<file path="config.mk">
export PLATFORM = sky130hd
export DESIGN_NAME = sacl_way_scan
export DESIGN_NICKNAME = d
export VERILOG_FILES = /design/src/rtl/sacl_pkg.sv /design/src/rtl/sacl_way_scan.sv
export SDC_FILE = /design/constraint.sdc
export NUM_CORES = 1
export LEC_CHECK = 0
export ABC_CLOCK_PERIOD_IN_PS = 5600
export BUFFER_PORTS_ARGS = -buffer_cell sky130_fd_sc_hd__buf_2
export CAP_MARGIN = 20
export CORE_AREA = 2 2 243 245
export DETAILED_ROUTE_END_ITERATION = 7
export DIE_AREA = 0 0 245 247
export HOLD_SLACK_MARGIN = 0.1
export PLACE_DENSITY = 0.42
export SLEW_MARGIN = 20
export SYNTH_ARGS = -nofsm -noshare
export SYNTH_HDL_FRONTEND = slang
export SYNTH_SLANG_ARGS = --single-unit
</file>
<file path="constraint.sdc">
create_clock -name i_clk -period 5.6 [get_ports i_clk]
set_input_delay 1.12 -clock i_clk [delete_from_list [all_inputs] [get_ports i_clk]]
set_output_delay 1.12 -clock i_clk [all_outputs]
set_load 0.1 [all_outputs]
</file>
<file path="src/rtl/sacl_pkg.sv">
// Shared constants, codes and types of the set-associative LRU cache tag store.
package sacl_pkg;

    localparam int MAX_SET_BITS = 6;
    localparam int MAX_WAYS     = 8;

    localparam int NUM_SETS   = 1 << MAX_SET_BITS;
    localparam int SET_W      = (MAX_SET_BITS > 0) ? MAX_SET_BITS : 1;
    localparam int WAY_W      = (MAX_WAYS > 1) ? $clog2(MAX_WAYS) : 1;
    localparam int RANK_W     = WAY_W;
    localparam int ADDR_W     = 64;
    localparam int CNT_W      = 32;
    localparam int CFG_IDX_W  = 2;
    localparam int CFG_DATA_W = 6;
    localparam int SETB_W     = 3;
    localparam int WAYS_CFG_W = 4;
    localparam int OFFS_W     = 6;
    localparam int SUM_W      = OFFS_W + 1;

    localparam logic [RANK_W-1:0] RANK_MAX = RANK_W'(MAX_WAYS - 1);
    localparam logic [CNT_W-1:0]  CNT_MAX  = '1;

    localparam logic [1:0] OP_LOAD   = 2'd0;
    localparam logic [1:0] OP_STORE  = 2'd1;
    localparam logic [1:0] OP_MODIFY = 2'd2;
    localparam logic [1:0] OP_NONE   = 2'd3;

    localparam logic [1:0] OUT_HIT   = 2'd0;
    localparam logic [1:0] OUT_FILL  = 2'd1;
    localparam logic [1:0] OUT_EVICT = 2'd2;

    localparam logic [CFG_IDX_W-1:0] CFG_SET_INDEX_BITS = 2'd0;
    localparam logic [CFG_IDX_W-1:0] CFG_WAYS_IN_USE    = 2'd1;
    localparam logic [CFG_IDX_W-1:0] CFG_OFFSET_BITS    = 2'd2;

    typedef struct packed {
        logic [1:0]        op;
        logic [ADDR_W-1:0] address;
    } t_in;

    typedef struct packed {
        logic [1:0]       outcome;
        logic             final_of_run;
        logic [CNT_W-1:0] total_hits;
        logic [CNT_W-1:0] total_misses;
        logic [CNT_W-1:0] total_evictions;
    } t_out;

    typedef struct packed {
        logic [MAX_WAYS-1:0][ADDR_W-1:0] tag;
        logic [MAX_WAYS-1:0][RANK_W-1:0] rank;
    } t_row;

    typedef struct packed {
        logic                en;
        logic [SET_W-1:0]    set;
        logic [MAX_WAYS-1:0] valid;
        t_row                row;
    } t_store_wr;

    typedef struct packed {
        logic              hit;
        logic [WAY_W-1:0]  hit_way;
        logic [RANK_W-1:0] hit_rank;
        logic              inv;
        logic [WAY_W-1:0]  inv_way;
        logic [WAY_W-1:0]  victim;
    } t_scan_res;

endpackage

</file>
<file path="src/rtl/sacl_way_scan.sv">
// Shared tag comparator that walks the ways of one set, one way per cycle.
module sacl_way_scan (
    input  logic                          i_clk,
    input  logic                          i_rst_n,
    input  logic                          i_clr,
    input  logic                          i_step,
    input  logic [sacl_pkg::WAY_W-1:0]    i_way,
    input  logic [sacl_pkg::ADDR_W-1:0]   i_key,
    input  sacl_pkg::t_row                i_row,
    input  logic [sacl_pkg::MAX_WAYS-1:0] i_valid,
    output sacl_pkg::t_scan_res           o_res
);
    import sacl_pkg::*;

    t_scan_res         r_res;
    logic [RANK_W-1:0] r_max_rank;
    logic              w_v;
    logic [ADDR_W-1:0] w_tag;
    logic [RANK_W-1:0] w_rank;
    logic              w_match;

    assign w_v     = i_valid[i_way];
    assign w_tag   = i_row.tag[i_way];
    assign w_rank  = i_row.rank[i_way];
    assign w_match = w_v && (w_tag == i_key);

    always_ff @(posedge i_clk) begin
        if (!i_rst_n) begin
            r_res      <= '0;
            r_max_rank <= '0;
        end else if (i_clr) begin
            r_res.hit    <= 1'b0;
            r_res.inv    <= 1'b0;
            r_res.victim <= '0;
            r_max_rank   <= '0;
        end else if (i_step) begin
            if (!r_res.hit && w_match) begin
                r_res.hit      <= 1'b1;
                r_res.hit_way  <= i_way;
                r_res.hit_rank <= w_rank;
            end
            if (!r_res.inv && !w_v) begin
                r_res.inv     <= 1'b1;
                r_res.inv_way <= i_way;
            end
            if ((i_way == '0) || (w_rank > r_max_rank)) begin
                r_res.victim <= i_way;
                r_max_rank   <= w_rank;
            end
        end
    end

    assign o_res = r_res;

endmodule

</file>
==> results.md, run 1 <==
- Status: finished, final reports clean
- Crit path launch type: input port
- Worst Path Class, Setup: input port to flop
- Net count, final: 1785
- Clk root buf: clkbuf_16
- XOR/XNOR Fraction of Synth Area: 0.05433
- Avg Inst Size Synth: between 10 and 15 µm²
- Endpoint, Worst Hold: o_res[10]$_SDFFE_PN0P_
- Routed vias: 7461
- Syn_nets: 1178
- GRT Max-Usage Layer: met2
- Area Growth Syn to Fin: 70.66%
- Synth area leader: mux4_2
- Setup bufs post-CTS: 0
- Critical path peak fanout: 63
- Filler cell count: 6573
- Max capacitance violation total: 0
- Final count of negative-setup-slack endpoints: 0
- Power density over the cells: around 110 nW/µm²
- CORE AREA: 58240 µm²
- CP max-delay cell: clkbuf_8
- Site Rows: 89
- WHS: 0.4554 ns
- Synth Area in Compound Gates: 0.1307
- First-pass GRT wire length: 53340 µm
- Vias per cell: about 3.8
- GRT overflow: 0
- Largest net degree at the start of global routing: 64
- Unrepaired setup endpoints after global routing: no
- Setup TNS: 0 ns
- FF-to-FF path depth: 8
- Vias in the first global route: around 7600
- Synth Instances: 560
- Die height: 247 µm
- Ranking of synthesized cells by area: mux4_2 30%, mux2i_1 26%, dfxtp_1 5.9%
- Combinational power share: 0.736
- Worst vdd ir: 0.00006497 V
- Worst min path class: flop to flop
- R2r setup slk: 3.55 ns
- Final worst slack: 0.8668 ns
- Hold Fails Final Rpt: 0
- Antenna violation net count after detailed routing: 0
- Post-CTS Hold Fix Bufs: 0
- Largest family of logic cells by synthesized area: multiplexers
- Maximum clock frequency: about 210 MHz
- Area share of the leading cell type in the synthesized netlist: 0.2988
- Drt pass-1 iters: 6
- Final Wtd Congestion: 0.8723
- M1 GR Usage: 0.1530
- Sw Pwr: 429.7 µW
- Critical path required time: 5.78 ns
- Slew @ Worst Pin: 0.9239 ns
- Worst reg2reg endpoint: r_max_rank[0]$_SDFFE_PP0P_
- Hold Crit Start: o_res[10]$_SDFFE_PN0P_
- CTS buffer count: 3
- Ys Warns: 0
- Synth cell types: 49
- Crit path from: i_way[1]
- Clock network power share: 0.143
- GRT met3 Usage: 0.01140
- Worst r2r src: r_max_rank[1]$_SDFFE_PP0P_
- Clock skew: approximately 0.00075 ns
- Clock Latency Late Sink: between 0.2 and 0.3 ns
- WL final: 40430 µm
- Arrival time at the worst endpoint: 4.92 ns
- Min Tclk post-route: 4.733 ns
- Yosys reg bits: 17
- Die area: 60520 µm²
- CTS tree: yes
- Switching Share: 0.4105
- Initial core utilization: 0.09964
- Clock slew at reported path FFs: 0.06 ns
- Tcrit/Tclk final: 0.8452
- Most frequent cells after synthesis: 150 x mux2i_1, 77 x mux4_2, 26 x nand2_1
- Main synth FF type: dfxtp_1
- CP Capture Type: flop
- Internal Power: 617.1 µW
- Seq pwr share: 0.121
- Die Wd: 245 µm
- Met2 global-route usage: 0.2290
- Routed len/inst: 20.84 µm
- DP HPWL: 35610 µm
- Hold Path Cell Cnt: 2
- Sequential fraction of the synthesis area: 0.05865
- Port Buffers: 628
- Slew headroom: 0.3834
- Mux share of post-synthesis cell area: 0.5957
- Initial antenna violation count: 7
- Synth Area in Adders: 0.006468
- Htree depth: 1
- Post-synthesis async set-or-reset flop share: 0
- DRC viols: 0
- Count leader, synth: mux2i_1
- Post-CTS Resized: 0
- GRT Total Usage: 0.1237
- Pre-CTS WS: 0.2219 ns
- Layout cells sized above 1: 0.6484
- Worst-path cell chain: clkbuf_8, buf_4, mux4_2, mux2i_1, xor2_1, o21ai_0, nor4_1, nand4_1, buf_4, nor4_4, mux2i_1
- Slew Viols, Final: 0
- # clock sinks: 17
- Max stage delay on crit path: 0.55 ns
- Simple-gate share of the synthesized area: 0.09508
- Longest Clk Path Bufs: 2
- Leakage: 4.826 nW
- Initial DRC count: 320
- EDFF count, synth: 0
- Io pins: ~630
- Mapped Area: 5803 µm²
[placed cells by master (no fill, tap or decap), drive strengths merged, types with 7 or more instances in the layout]
| cell type | n |
|---|---|
| a22oi | 25 |
| nor2b | 7 |
| nor2 | 13 |
| mux4 | 79 |
| xnor2 | 21 |
| or3 | 7 |
| o21ai | 16 |
| xor2 | 15 |
| a21oi | 9 |
| nor4 | 8 |
| a22o | 25 |
| dfxtp | 17 |
| nand2 | 26 |
| mux2i | 150 |
| mux2 | 15 |
| and3 | 7 |
| nor3 | 11 |
| o22ai | 7 |
| buf | 650 |
[how the worst max path moves through the flow]
stage,depth (start not counted),to,slack (ns)
global route,12,o_res[8]$_SDFFE_PN0P_,0.31
floorplan,14,o_res[0]$_SDFFE_PP0P_,1.13
finish,11,o_res[8]$_SDFFE_PN0P_,0.87
CTS,12,o_res[12]$_SDFFE_PN0P_,0.46
detailed placement,12,o_res[11]$_SDFFE_PN0P_,0.22
global placement,11,o_res[9]$_SDFFE_PN0P_,0.25
[per-stage QoR]
step	power (mW)	instances	util	cell area, µm²
2_1_floorplan	0.5268	560	-	5803
5_1_grt	1.126	1939	0.1700	9901
3_5_place_dp	0.9224	1935	0.1686	9818
3_3_place_gp	0.9173	1935	0.1686	9818
6_report	1.047	1940	0.1700	9903
4_1_cts	1.075	1939	0.1700	9901
[critical path: cells and delay by family]
family / cells / cell delay, ns
compound gates: 1 / 0.14
xor+xnor: 1 / 0.22
buf+inv: 3 / 1.15
mux: 3 / 0.93
simple gates: 3 / 1.21
[registers in the layout, summed over array words and instances, names as in the netlist]
name        cells
o_res          14
r_max_rank      3
[power by group through the flow]
stage               Combinational (mW)  Sequential [mW]  Clock [mW]
floorplan                        0.383            0.144           0
global placement                 0.788            0.129           0
detailed placement               0.793            0.129           0
CTS                              0.797            0.126       0.152
global route                     0.841            0.127       0.158
finish                           0.771            0.126       0.150
[per-layer routing]
metal  wire, µm  up-vias  part of all wire
li1           -     3502                 -
met5         31        -           0.00077
met3       2229       30             0.055
met4        869        4             0.021
met2      20710      413              0.51
met1      16590     3512              0.41
[cells by family after synthesis]
kind of cell / count (synthesis)
multiplexers: 244
AO/OA/AOI/OAI: 104
AND/OR/NAND/NOR: 102
buffers and inverters: 54
XOR/XNOR: 36
flip-flops: 17
adder cells (fa/ha/maj): 3
[cell type report]
type / instances / area [µm²] / share of cell area
clock inverter: 1 / 7.507 / 0.0007581
clock buffer: 3 / 75.07 / 0.007581
sequential: 17 / 340.3 / 0.03437
timing repair buffer: 651 / 3362 / 0.3395
multi-input combinational: 489 / 5130 / 0.5180
antenna: 1 / 2.502 / 0.0002527
inverter: 5 / 18.77 / 0.001895
tap: 773 / 967.2 / 0.09766
Power figures use the tool's default switching activity.
==> inputs of run 2 (changes only) <==
Settings changed: ABC_CLOCK_PERIOD_IN_PS 5600 to 4100.
Clock period 5.6 ns to 4.1 ns, I/O delays scaled along.
==> run 2 against run 1 <==
Worst setup slack worse by 0.44 ns. Register-to-register slack worse by 1.3 ns. Worst hold slack gained 0.0092 ns. Final area up 3.2%.
==> results.md, run 2 (same netlist as run 1, synthesis figures left out) <==
- Port Buffers: 628
- Antenna violation net count after detailed routing: 0
- Vias per cell: 3.805
- Htree depth: 1
- Clock Latency Late Sink: 0.25 ns
- Most common cell after layout, fill and taps aside: buf_2
- Tcrit/Tclk final: 0.8967
- CP Capture Type: flop
- Slew headroom: 0.5596
- WL final: 42610 µm
- CTS tree: yes
- Setup TNS: 0 ns
- Layout cells sized above 1: 0.6594
- GRT overflow: 0
- Max reg flops: 14
- Die Wd: 245 µm
- Design area: 10220 µm²
- Routed len/inst: 21.60 µm
- Filler cell count: 6564
- DP HPWL: 38940 µm
- Worst min path class: flop to flop
- Maximum clock frequency: between 200 and 300 MHz
- WHS: 0.4646 ns
- CTS buffer count: 3
- DRC viols: 0
- Vias in the first global route: 7918
- Max capacitance violation total: 0
- Placed cell areas: 10110 µm²
- Final Wtd Congestion: between 0.8 and 0.9
- Most frequent cells in the layout: 625 x buf_2, 150 x mux2i_1, 77 x mux4_2
- Net count, final: 1811
- Slew Viols, Final: 0
- CORE AREA: 58240 µm²
- Min Tclk post-route: about 3.7 ns
- Worst vdd ir: 0.0001341 V
- Routed vias: 7508
- Status: finished, final reports clean
- Clk root buf: clkbuf_16
- Hold Fails Final Rpt: 0
- Site Rows: 89
- Area Growth Syn to Fin: 76.09%
- Critical path peak fanout: 23
- Critical path required time: 4.28 ns
- # clock sinks: 17
- Initial core utilization: 0.09964
- Leakage: approximately 5 nW
- GRT Total Usage: 0.1318
- Pwr Total: 1.457 mW
- Crit path launch type: input port
- Longest Clk Path Bufs: 2
- Post-CTS Resized: 0
- Initial antenna violation count: 19
- Clock skew: roughly 0.0033 ns
- Worst Path Class, Setup: input port to flop
- Clock slew at reported path FFs: ~0.05 ns
- Final count of negative-setup-slack endpoints: 0
- Final Core Density: 0.1755
- Largest net degree at the start of global routing: 53
- Post-CTS Hold Fix Bufs: 0
- Initial DRC count: roughly 370
- Slew @ Worst Pin: 0.6576 ns
- Setup bufs post-CTS: 0
- Arrival time at the worst endpoint: 3.85 ns
- Die height: 247 µm
- Unrepaired setup endpoints after global routing: no
- Io pins: around 630
- Die area: 60520 µm²
- First-pass GRT wire length: 56290 µm
- Drt pass-1 iters: 5
- Power density over the cells: 142.6 nW/µm²
==> run 2: routing by layer <==
layer / global-route usage / vias up / part of all wire
li1: - / 3568 / -
met1: 0.1582 / 3482 / 0.40
met2: 0.2427 / 400 / 0.51
met3: 0.02713 / 40 / 0.070
met4: 0.02313 / 18 / 0.015
met5: 0 / - / 0.0027
==> run 2: area by class of cell <==
| type | instances | area [µm²] | area share |
|---|---|---|---|
| inverter | 5 | 18.77 | 0.001837 |
| timing repair buffer | 677 | 3645 | 0.3567 |
| multi-input combinational | 489 | 5147 | 0.5037 |
| clock buffer | 3 | 75.07 | 0.007347 |
| clock inverter | 1 | 5.005 | 0.0004898 |
| antenna | 8 | 20.02 | 0.001959 |
| tap | 773 | 967.2 | 0.09465 |
| sequential | 17 | 340.3 | 0.03330 |
==> run 2: worst paths after layout <==
kind	startpoint	endpoint	slack (ns)	depth (start not counted)
worst max-delay path	i_way[1]	o_res[8]$_SDFFE_PN0P_	0.42	13
worst min register to register	o_res[11]$_SDFFE_PN0P_	o_res[11]$_SDFFE_PN0P_	0.46	2
worst min-delay path	o_res[11]$_SDFFE_PN0P_	o_res[11]$_SDFFE_PN0P_	0.46	2
worst max register to register	r_max_rank[1]$_SDFFE_PP0P_	o_res[2]$_SDFFE_PP0P_	2.29	8
==> run 2: per-stage QoR <==
step | std cells | worst slack (ns)
2_1_floorplan | 560 | 0.08720
3_3_place_gp | 1961 | -0.1932
3_5_place_dp | 1961 | -0.2018
4_1_cts | 1965 | 0.05393
5_1_grt | 1968 | 0.1041
6_report | 1973 | 0.4237
==> run 2: worst max-delay path, stage by stage <==
cell and delay (ns):
clkbuf_8 0.22, buf_12 0.24, buf_4 0.18, mux4_2 0.50, mux2i_1 0.17, xor2_1 0.16
o21ai_0 0.19, nor4_1 0.39, nand4_1 0.22, buf_4 0.20, nor4_4 0.12, buf_4 0.21
mux2i_1 0.19
==> run 2: power breakdown <==
group          total, mW  internal, mW  switching (mW)  leakage [nW]
clock              0.195         0.130          0.0647        0.0409
combinational       1.09         0.569           0.521          4.82
sequential         0.172         0.170         0.00219         0.138
